==> config.mk <==
export PLATFORM = sky130hd
export DESIGN_NAME = kms_ctrl
export DESIGN_NICKNAME = d
export VERILOG_FILES = /design/src/hw/rtl/kms_pkg.sv /design/src/hw/rtl/kms_ctrl.sv
export SDC_FILE = /design/constraint.sdc
export NUM_CORES = 1
export LEC_CHECK = 0
export ABC_CLOCK_PERIOD_IN_PS = 4100
export BUFFER_PORTS_ARGS = -buffer_cell sky130_fd_sc_hd__buf_4
export CORE_UTILIZATION = 45
export CTS_CLUSTER_SIZE = 12
export DETAILED_ROUTE_END_ITERATION = 8
export MAX_ROUTING_LAYER = met4
export PLACE_DENSITY = 0.72
export SYNTH_ARGS = -nofsm -noshare
export SYNTH_HDL_FRONTEND = slang
export SYNTH_SLANG_ARGS = --single-unit
export TNS_END_PERCENT = 10
==> constraint.sdc <==
create_clock -name clk -period 4.1 [get_ports clk]
set_input_delay 0.41 -clock clk [delete_from_list [all_inputs] [get_ports clk]]
set_output_delay 0.41 -clock clk [all_outputs]
set_load 0.01 [all_outputs]
==> src/hw/rtl/kms_pkg.sv <==
`timescale 1ns / 1ps
// ----------------------------------------------------------------------------
// kms_pkg
// Shared widths, codes, mixer constants and controller command/status types
// for the k-mer MinHash sketch core.
// ----------------------------------------------------------------------------
package kms_pkg;

	// payload widths
	localparam int OPERATION_W    = 2;
	localparam int BASE_CHAR_W    = 8;
	localparam int BUCKET_INDEX_W = 12;
	localparam int MINIMUM_W      = 63;
	localparam int FILLED_CNT_W   = 13;
	localparam int HASH_W         = 64;
	localparam int HALF_W         = 32;

	// configuration registers
	localparam int KMER_LENGTH_W  = 5;
	localparam int BUCKET_BITS_W  = 4;
	localparam int CFG_INDEX_W    = 2;
	localparam int CFG_DATA_W     = 5;

	localparam logic [CFG_INDEX_W-1:0] REG_KMER_LENGTH = 2'd0;
	localparam logic [CFG_INDEX_W-1:0] REG_BUCKET_BITS = 2'd1;

	localparam logic [KMER_LENGTH_W-1:0] KMER_LENGTH_RST = 5'd31;
	localparam logic [BUCKET_BITS_W-1:0] BUCKET_BITS_RST = 4'd10;

	localparam int DEF_MAX_BUCKET_BITS = 12;
	localparam int DEF_MAX_KMER_LENGTH = 31;

	// operation codes
	localparam logic [OPERATION_W-1:0] OP_START = 2'd0;
	localparam logic [OPERATION_W-1:0] OP_BASE  = 2'd1;
	localparam logic [OPERATION_W-1:0] OP_READ  = 2'd2;

	// mixer multipliers
	localparam logic [HASH_W-1:0] MIX_A = 64'hD6E8FEB86659FD93;
	localparam logic [HASH_W-1:0] MIX_B = 64'hCFEE444D8B59A89B;

	// ascii bases
	localparam logic [BASE_CHAR_W-1:0] CHAR_A = 8'h41;
	localparam logic [BASE_CHAR_W-1:0] CHAR_C = 8'h43;
	localparam logic [BASE_CHAR_W-1:0] CHAR_G = 8'h47;
	localparam logic [BASE_CHAR_W-1:0] CHAR_T = 8'h54;

	typedef struct packed {
		logic clear_seq;  // start: drop k-mers and filled count
		logic clr_wr;     // clearing pass write
		logic base_take;  // roll a base into the k-mers
		logic rd_ext;     // read bucket chosen by the input word
		logic load_a;     // load canonical k-mer, mixer a
		logic load_b;     // load canonical k-mer, mixer b
		logic mul0;
		logic mul1;
		logic mul2;
		logic fold;
		logic rd_hash;    // read bucket chosen by hash b
		logic upd;        // min update of that bucket
		logic out_load;
	} kms_cmd_t;

	typedef struct packed {
		logic kmer_ready;  // next base completes a k-mer
		logic clr_last;
		logic round_last;
		logic mix_b;
		logic out_free;
	} kms_status_t;

	function automatic logic [1:0] fwd_code(input logic [BASE_CHAR_W-1:0] ch);
		logic [1:0] c;
		case (ch)
			CHAR_C: c = 2'd1;
			CHAR_G: c = 2'd2;
			CHAR_T: c = 2'd3;
			default: c = 2'd0;
		endcase
		return c;
	endfunction

	function automatic logic [1:0] rc_code(input logic [BASE_CHAR_W-1:0] ch);
		logic [1:0] c;
		case (ch)
			CHAR_A: c = 2'd3;
			CHAR_C: c = 2'd2;
			CHAR_G: c = 2'd1;
			default: c = 2'd0;
		endcase
		return c;
	endfunction

endpackage

==> src/hw/rtl/kms_ctrl.sv <==
`timescale 1ns / 1ps
// ----------------------------------------------------------------------------
// kms_ctrl
// Sequencer: clearing pass, the two-mixer hash schedule on the shared
// multiplier, bucket read-modify-write and bucket reads.
// ----------------------------------------------------------------------------
module kms_ctrl import kms_pkg::*; (
	input  logic                   clk,
	input  logic                   arst_n,
	input  logic                   in_valid,
	input  logic [OPERATION_W-1:0] in_op,
	output logic                   in_ready,
	input  kms_status_t            status,
	output kms_cmd_t               cmd
);

	typedef enum logic [10:0] {
		ST_CLEAR    = 11'b000_0000_0001,
		ST_IDLE     = 11'b000_0000_0010,
		ST_LOAD_A   = 11'b000_0000_0100,
		ST_LOAD_B   = 11'b000_0000_1000,
		ST_MUL0     = 11'b000_0001_0000,
		ST_MUL1     = 11'b000_0010_0000,
		ST_MUL2     = 11'b000_0100_0000,
		ST_FOLD     = 11'b000_1000_0000,
		ST_HASH_RD  = 11'b001_0000_0000,
		ST_HASH_UPD = 11'b010_0000_0000,
		ST_READ_OUT = 11'b100_0000_0000
	} kms_state_t;

	kms_state_t state_q;
	kms_state_t state_d;

	assign in_ready = (state_q == ST_IDLE);

	always_comb begin
		state_d = state_q;
		cmd     = '0;
		case (state_q)
			ST_CLEAR: begin
				cmd.clr_wr = 1'b1;
				if (status.clr_last) begin
					state_d = ST_IDLE;
				end
			end
			ST_IDLE: begin
				if (in_valid) begin
					case (in_op)
						OP_START: begin
							cmd.clear_seq = 1'b1;
							state_d       = ST_CLEAR;
						end
						OP_BASE: begin
							cmd.base_take = 1'b1;
							if (status.kmer_ready) begin
								state_d = ST_LOAD_A;
							end
						end
						OP_READ: begin
							cmd.rd_ext = 1'b1;
							state_d    = ST_READ_OUT;
						end
						default: begin
							state_d = ST_IDLE;
						end
					endcase
				end
			end
			ST_LOAD_A: begin
				cmd.load_a = 1'b1;
				state_d    = ST_MUL0;
			end
			ST_LOAD_B: begin
				cmd.load_b = 1'b1;
				state_d    = ST_MUL0;
			end
			ST_MUL0: begin
				cmd.mul0 = 1'b1;
				state_d  = ST_MUL1;
			end
			ST_MUL1: begin
				cmd.mul1 = 1'b1;
				state_d  = ST_MUL2;
			end
			ST_MUL2: begin
				cmd.mul2 = 1'b1;
				state_d  = ST_FOLD;
			end
			ST_FOLD: begin
				cmd.fold = 1'b1;
				if (!status.round_last) begin
					state_d = ST_MUL0;
				end else if (!status.mix_b) begin
					state_d = ST_LOAD_B;
				end else begin
					state_d = ST_HASH_RD;
				end
			end
			ST_HASH_RD: begin
				cmd.rd_hash = 1'b1;
				state_d     = ST_HASH_UPD;
			end
			ST_HASH_UPD: begin
				cmd.upd = 1'b1;
				state_d = ST_IDLE;
			end
			ST_READ_OUT: begin
				if (status.out_free) begin
					cmd.out_load = 1'b1;
					state_d      = ST_IDLE;
				end
			end
			default: begin
				state_d = ST_IDLE;
			end
		endcase
	end

	always_ff @(posedge clk or negedge arst_n) begin
		if (!arst_n) begin
			state_q <= ST_CLEAR;
		end else begin
			state_q <= state_d;
		end
	end

endmodule

==> results of run 1 <==
[metrics by stage]
stage / hold slack (ps) / std cells / area (sq um) / util [%] / power (uW)
floorplan: 114.4 / 79 / 720.7 / - / 240.5
global placement: 251.8 / 115 / 899.6 / 59.72 / 279.4
detailed placement: 251.7 / 115 / 899.6 / 59.72 / 282.6
CTS: 271.5 / 120 / 935.9 / 62.13 / 362.3
global route: 276.7 / 120 / 935.9 / 62.13 / 385.8
finish: 282.7 / 120 / 935.9 / 62.13 / 358.3
[critical path, stage by stage, from the launching register on]
cell       delay (ps)
dfrtp_1           430
or4_1             660
nand4bb_1         450
nor4b_2           390
buf_4             180
[synth_stat cells, drive strengths merged]
cell      n  area share, %
buf       2            1.4
inv       2            1.0
nand2b    5            4.3
nor3      3            2.1
xnor2     2            2.4
o22a      1            1.2
or2       1           0.87
or4       2            2.1
nor2b     1           0.87
nor3b     1            1.0
nor4b     2            5.4
o311ai    1            1.2
nor2     15            7.8
a21o      1            1.0
nor4      6            6.9
a211o     1            1.2
nand2     4            2.1
nand4bb   1            1.6
and4      1            1.2
clkbuf    1           0.52
or4b      2            2.8
dfstp     1            3.6
mux2      1            1.6
a31oi     1           0.87
nand3b    1            1.0
and2      1           0.87
dfrtp    10             35
and3      4            3.5
or3b      2            2.4
o22ai     1           0.87
a21oi     2            1.4
[cells by family (layout without fill, tap and decap cells)]
family | Yosys count | after routing | share of synthesized area (%)
AO/OA/AOI/OAI | 8 | 8 | 7.815
XOR/XNOR | 2 | 2 | 2.431
buffers and inverters | 5 | 30 | 2.951
flip-flops | 11 | 11 | 38.37
multiplexers | 1 | 1 | 1.562
AND/OR/NAND/NOR | 52 | 52 | 46.87
[final timing paths]
kind	start	end	slack (ps)	depth (start not counted)
setup / recovery	state_q[5]$_DFFE_PN0P_	cmd[9]	1310	4
hold / removal	status[1]	state_q[3]$_DFFE_PN0P_	280	2
setup reg to reg	state_q[5]$_DFFE_PN0P_	state_q[1]$_DFFE_PN0P_	1920	5
hold reg to reg	state_q[4]$_DFFE_PN0P_	state_q[7]$_DFFE_PN0P_	530	1
max in group asynchronous	arst_n	state_q[0]$_DFFE_PN1P_	3370	2
min in group asynchronous	arst_n	state_q[1]$_DFFE_PN0P_	490	2
[area by class of cell]
class	instances	area (sq um)	area share, %
Clock buffer	4	26.28	2.807
Tap cell	16	20.02	2.139
Multi-Input combinational cell	63	422.9	45.19
Sequential cell	11	276.5	29.55
Inverter	2	7.507	0.8021
Timing Repair Buffer	24	182.7	19.52
[report_power, final]
| group | internal [uW] | switching (uW) |
|---|---|---|
| Combinational | 69.5 | 74.0 |
| Sequential | 118 | 20.7 |
| Clock | 37.8 | 38.3 |
| Total | 225 | 133 |
[metal layers]
layer | vias to the layer above | track usage [%] | wire (microns)
met1 | 302 | 26.74 | 716
met4 | 0 | 13.13 | 49
met3 | 7 | 6.466 | 73
li1 | 337 | - | -
met5 | - | - | 0
met2 | 16 | 33.13 | 697
[repair_timing]
action,in CTS,in global routing
endpoints found under the hold margin,10,0
hold buffers,1,0
gates resized for setup,0,0
[placed cells by master, fill, tap and decap left out, drive strengths merged, types with 2 or more instances in the layout]
cell / n
inv: 2
xnor2: 2
and3: 4
nor4: 6
or4: 2
clkbuf: 4
or3b: 2
nor3: 3
buf: 23
or4b: 2
nor2: 15
dfrtp: 10
nor4b: 2
a21oi: 2
nand2: 4
nand2b: 5
==> impl_metrics.csv, run 1 <==
group,metric,value,unit
cells_and_area,regMostFlops,"state_q",
yosys,syn_avg_cell_area,9.123,sq um
yosys,ys_ff_latch,11,
floorplan,start_util,47.84,%
place,gp_congestion,0.8458,
yosys,synth_seq_area_share,38.37,%
grt,grt_usage,22.22,%
sta,finClkSkew,9.262,ps
clock_network,cts_root_buf,"clkbuf_4",
clock_network,post_cts_buffers,0,
yosys,synth_fp_nets,89,
floorplan,fp.dieW,42.02,microns
grt,grt_pass1_wl,2822,microns
sta,relSlewSlack,61.89,%
clock_network,clkTransAtPathRegs,60,ps
grt,grt_overflow,0,
sta,report.final.slew_viol_count,0,
sta,fin_crit_sh,68.08,%
grt,first_global_vias,656,
pwr,p_leak,0.0004543,uW
sta,rsz0062_at_grt,"false",
clock_network,clk_latency,280,ps
cells_and_area,layout-drive-gt1-share,35.58,%
sta,setup_viol,0,
setup_path,crit_path_max_fanout,7,
sta,fmax,358.2,MHz
setup_path,cp-end-kind,"output pin",
routing,dr.pass1.iters,3,
pwr,ir_worst_vdd,0.1966,mV
clock_network,h-tree-depth,1,
cells_and_area,area_delta_synth_final,29.86,%
grt,grt_max_degree,12,
place,dpl_worst_slack,1606,ps
sta,worstMarginPinSlew,566.4,ps
routing,drt-initial-drc-count,3,
place,dp_hpwl,1200,microns
run_status,status,"finished, final reports clean",
hold_path,min_path_type,"input port to flop",
sta,post-route-min-period,2791,ps
setup_path,arrival,2380,ps
routing,routedWlPerCell,12.80,microns
cells_and_area,largest_reg_flops,11,
setup_path,cp.required,3690,ps
floorplan,io_pins,24,
floorplan,die-area,1766,sq um
routing,avgViaCountPerCell,5.517,
floorplan,die_y,42.02,microns
routing,wl,1536,microns
cells_and_area,num_antenna_cells,0,
floorplan,rows,14,
sta,final.setup.tns,0,ps
routing,num_vias,662,
floorplan,core_area,1506,sq um
setup_path,startpoint_type,"flop",
cells_and_area,layout.nets,115,
yosys,netlist_area,720.7,sq um
yosys,syn-instance-count,79,
clock_network,numCtsBuffers,3,
setup_path,crit_type,"flop to output pin",
clock_network,clock_path_buffers,2,
cells_and_area,reg_top3,"state_q (11)",
place,io_buffer_count,23,
routing,drcViolationCount,0,
clock_network,cts_tree,"built",
grt,antenna_found_initial,0,
cells_and_area,fillers,152,
clock_network,cts_num_sinks,11,
routing,ant_nets,0,
yosys,synth_cell_types,33,
yosys,yosysWarnings,0,
job,drv_cap,0,
sta,final_hold_viol_count,0,
sta,final.setup.worst_slack,1309,ps
pwr,p_per_area,382.9,nW/um^2
Power figures use the tool's default switching activity.
==> inputs of run 2 (changes only) <==
ABC_CLOCK_PERIOD_IN_PS = 2300   (was 4100)
CORE_UTILIZATION = 43   (was 45)
clock period = 2.3 ns   (was 4.1 ns; I/O delays follow)
==> run 2 against run 1 <==
Compared with the run above:
- sequential power rose by 78%
- via count rose by 8.3%
- sequential share of layout area down 3.5 points
- sequential cell count unchanged
- the run now ends with setup timing left
- wire length up 21%
- final area up 13%
- worst hold slack worse by 180 ps
- clock power increased by 77%
- setup slack got worse by 1300 ps
- largest power group unchanged
==> impl_metrics.csv, run 2 (synthesis gave the netlist of run 1 again) <==
group,metric,value,unit
clock_network,clkTransAtPathRegs,80,ps
cells_and_area,reg_top3,"state_q (11)",
routing,routedWlPerCell,14.24,microns
sta,post-route-min-period,2310,ps
cells_and_area,largest_reg_flops,11,
clock_network,cts_root_buf,"clkbuf_4",
routing,avgViaCountPerCell,5.473,
run_status,failed_checks,"setup timing",
routing,drcViolationCount,0,
cells_and_area,fillers,121,
cells_and_area,final_cell_mix,"buf_4 (32), nor2_1 (15), dfrtp_1 (10)",
cells_and_area,area_delta_synth_final,47.22,%
grt,grt_max_degree,12,
sta,finClkSkew,7.522,ps
pwr,switching_power,259.3,uW
routing,num_vias,717,
grt,grt_pass1_wl,3111,microns
place,gp_congestion,0.7877,
sta,worstMarginPinSlew,430.2,ps
cells_and_area,fin_util,68.83,%
pwr,internal-power,429.0,uW
grt,antenna_found_initial,0,
pwr,p_comb_share,44.4,%
cells_and_area,multi_input_area,456.7,sq um
cells_and_area,regMostFlops,"state_q",
place,dpl_worst_slack,157.2,ps
setup_path,r2r-start,"state_q[5]$_DFFE_PN0P_",
routing,wl,1866,microns
clock_network,cts_num_sinks,11,
cells_and_area,register_area,276.5,sq um
routing,dr.pass1.iters,4,
place,dp_hpwl,1297,microns
sta,final.setup.worst_slack,-10.32,ps
hold_path,hp-start,"status[1]",
cells_and_area,layout-drive-gt1-share,46.96,%
sta,rsz0062_at_grt,"true",
pwr,p_sw_share,37.67,%
job,drv_cap,0,
pwr,p_per_area,648.7,nW/um^2
pwr,clkPwrFrac,19.6,%
place,io_buffer_count,23,
sta,final_hold_viol_count,0,
setup_path,crit_type,"flop to output pin",
sta,setup_viol,2,
grt,first_global_vias,704,
floorplan,io_pins,24,
run_status,status,"finished with violations",
cells_and_area,num_antenna_cells,0,
clock_network,clk_latency,280,ps
clock_network,numCtsBuffers,3,
clock_network,clock_path_buffers,2,
floorplan,die_y,42.94,microns
setup_path,crit_path_max_fanout,4,
floorplan,rows,14,
sta,fmax,432.8,MHz
floorplan,die-area,1844,sq um
pwr,p_leak,0.0005222,uW
routing,drt-initial-drc-count,17,
cells_and_area,layout.nets,126,
grt,grt_usage,23.44,%
pwr,ir_worst_vdd,0.4349,mV
setup_path,cp-startpoint,"state_q[4]$_DFFE_PN0P_",
cells_and_area,final_common_cell,"buf_4",
setup_path,startpoint_type,"flop",
hold_path,min_path_type,"input port to flop",
sta,report.final.slew_viol_count,0,
setup_path,cp.required,2070,ps
clock_network,cts_tree,"built",
floorplan,core_area,1541,sq um
routing,ant_nets,0,
sta,relSlewSlack,70.96,%
setup_path,cp-end-kind,"output pin",
floorplan,start_util,46.75,%
clock_network,h-tree-depth,1,
floorplan,fp.dieW,42.94,microns
setup_path,arrival,2080,ps
grt,grt_overflow,0,
sta,fin_crit_sh,100.4,%
pwr,seq_power_share,36.0,%
[run 2: layer usage]
| metal | up-vias | routed length, microns | global-route usage (%) |
|---|---|---|---|
| li1 | 362 | - | - |
| met1 | 335 | 833 | 27.20 |
| met2 | 18 | 947 | 40.30 |
| met3 | 2 | 71 | 6.383 |
| met4 | 0 | 13 | 5.455 |
| met5 | - | 0 | - |
[run 2: path summary, 6_finish.rpt]
path / depth (start not counted) / endpoint / slack (ps)
hold / removal: 2 / state_q[3]$_DFFE_PN0P_ / 110
min in group asynchronous: 2 / state_q[1]$_DFFE_PN0P_ / 320
hold reg to reg: 1 / state_q[9]$_DFFE_PN0P_ / 650
setup / recovery: 4 / cmd[10] / -10
max in group asynchronous: 2 / state_q[0]$_DFFE_PN1P_ / 1750
setup reg to reg: 7 / state_q[1]$_DFFE_PN0P_ / 130
[run 2: critical path: stages (launching register included)]
cell       delay (ps)
dfrtp_1           400
or4_4             550
nand4bb_2         370
nor4_2            310
buf_4             180
[run 2: power groups by stage]
| stage | logic (uW) | clock network [uW] | registers, uW |
|---|---|---|---|
| 2_1_floorplan | 205 | 0 | 223 |
| 3_5_place_dp | 267 | 0 | 250 |
| 6_report | 306 | 135 | 248 |
| 3_3_place_gp | 264 | 0 | 249 |
| 4_1_cts | 290 | 140 | 246 |
| 5_1_grt | 340 | 144 | 252 |
[run 2: through the flow]
stage | hold slack (ps) | power (uW) | std cells | setup TNS [ps] | area, sq um
3_5_place_dp | 74.20 | 517.3 | 119 | 0 | 929.6
6_report | 105.9 | 688.3 | 131 | -14.66 | 1061
2_1_floorplan | -65.59 | 428.6 | 79 | 0 | 720.7
4_1_cts | 102.4 | 675.7 | 129 | -80.36 | 1022
3_3_place_gp | 72.53 | 512.7 | 119 | 0 | 929.6
5_1_grt | 105.7 | 736.3 | 131 | -760.9 | 1061
[run 2: what timing repair did]
action                                  CTS  global route
endpoints found under the setup margin    8            10
setup buffers                             5             2
hold buffers                              1             0
endpoints found under the hold margin    11             0
cloned                                    0             0
resized for setup                         4             4
pin swaps                                 2             4
[run 2: layout make-up]
| cell class | count | area share [%] |
|---|---|---|
| Clock buffer | 3 | 2.123 |
| Clock inverter | 1 | 0.4717 |
| Sequential cell | 11 | 26.06 |
| Timing Repair Buffer | 35 | 25.71 |
| Multi-Input combinational cell | 63 | 43.04 |
| Tap cell | 16 | 1.887 |
| Inverter | 2 | 0.7075 |
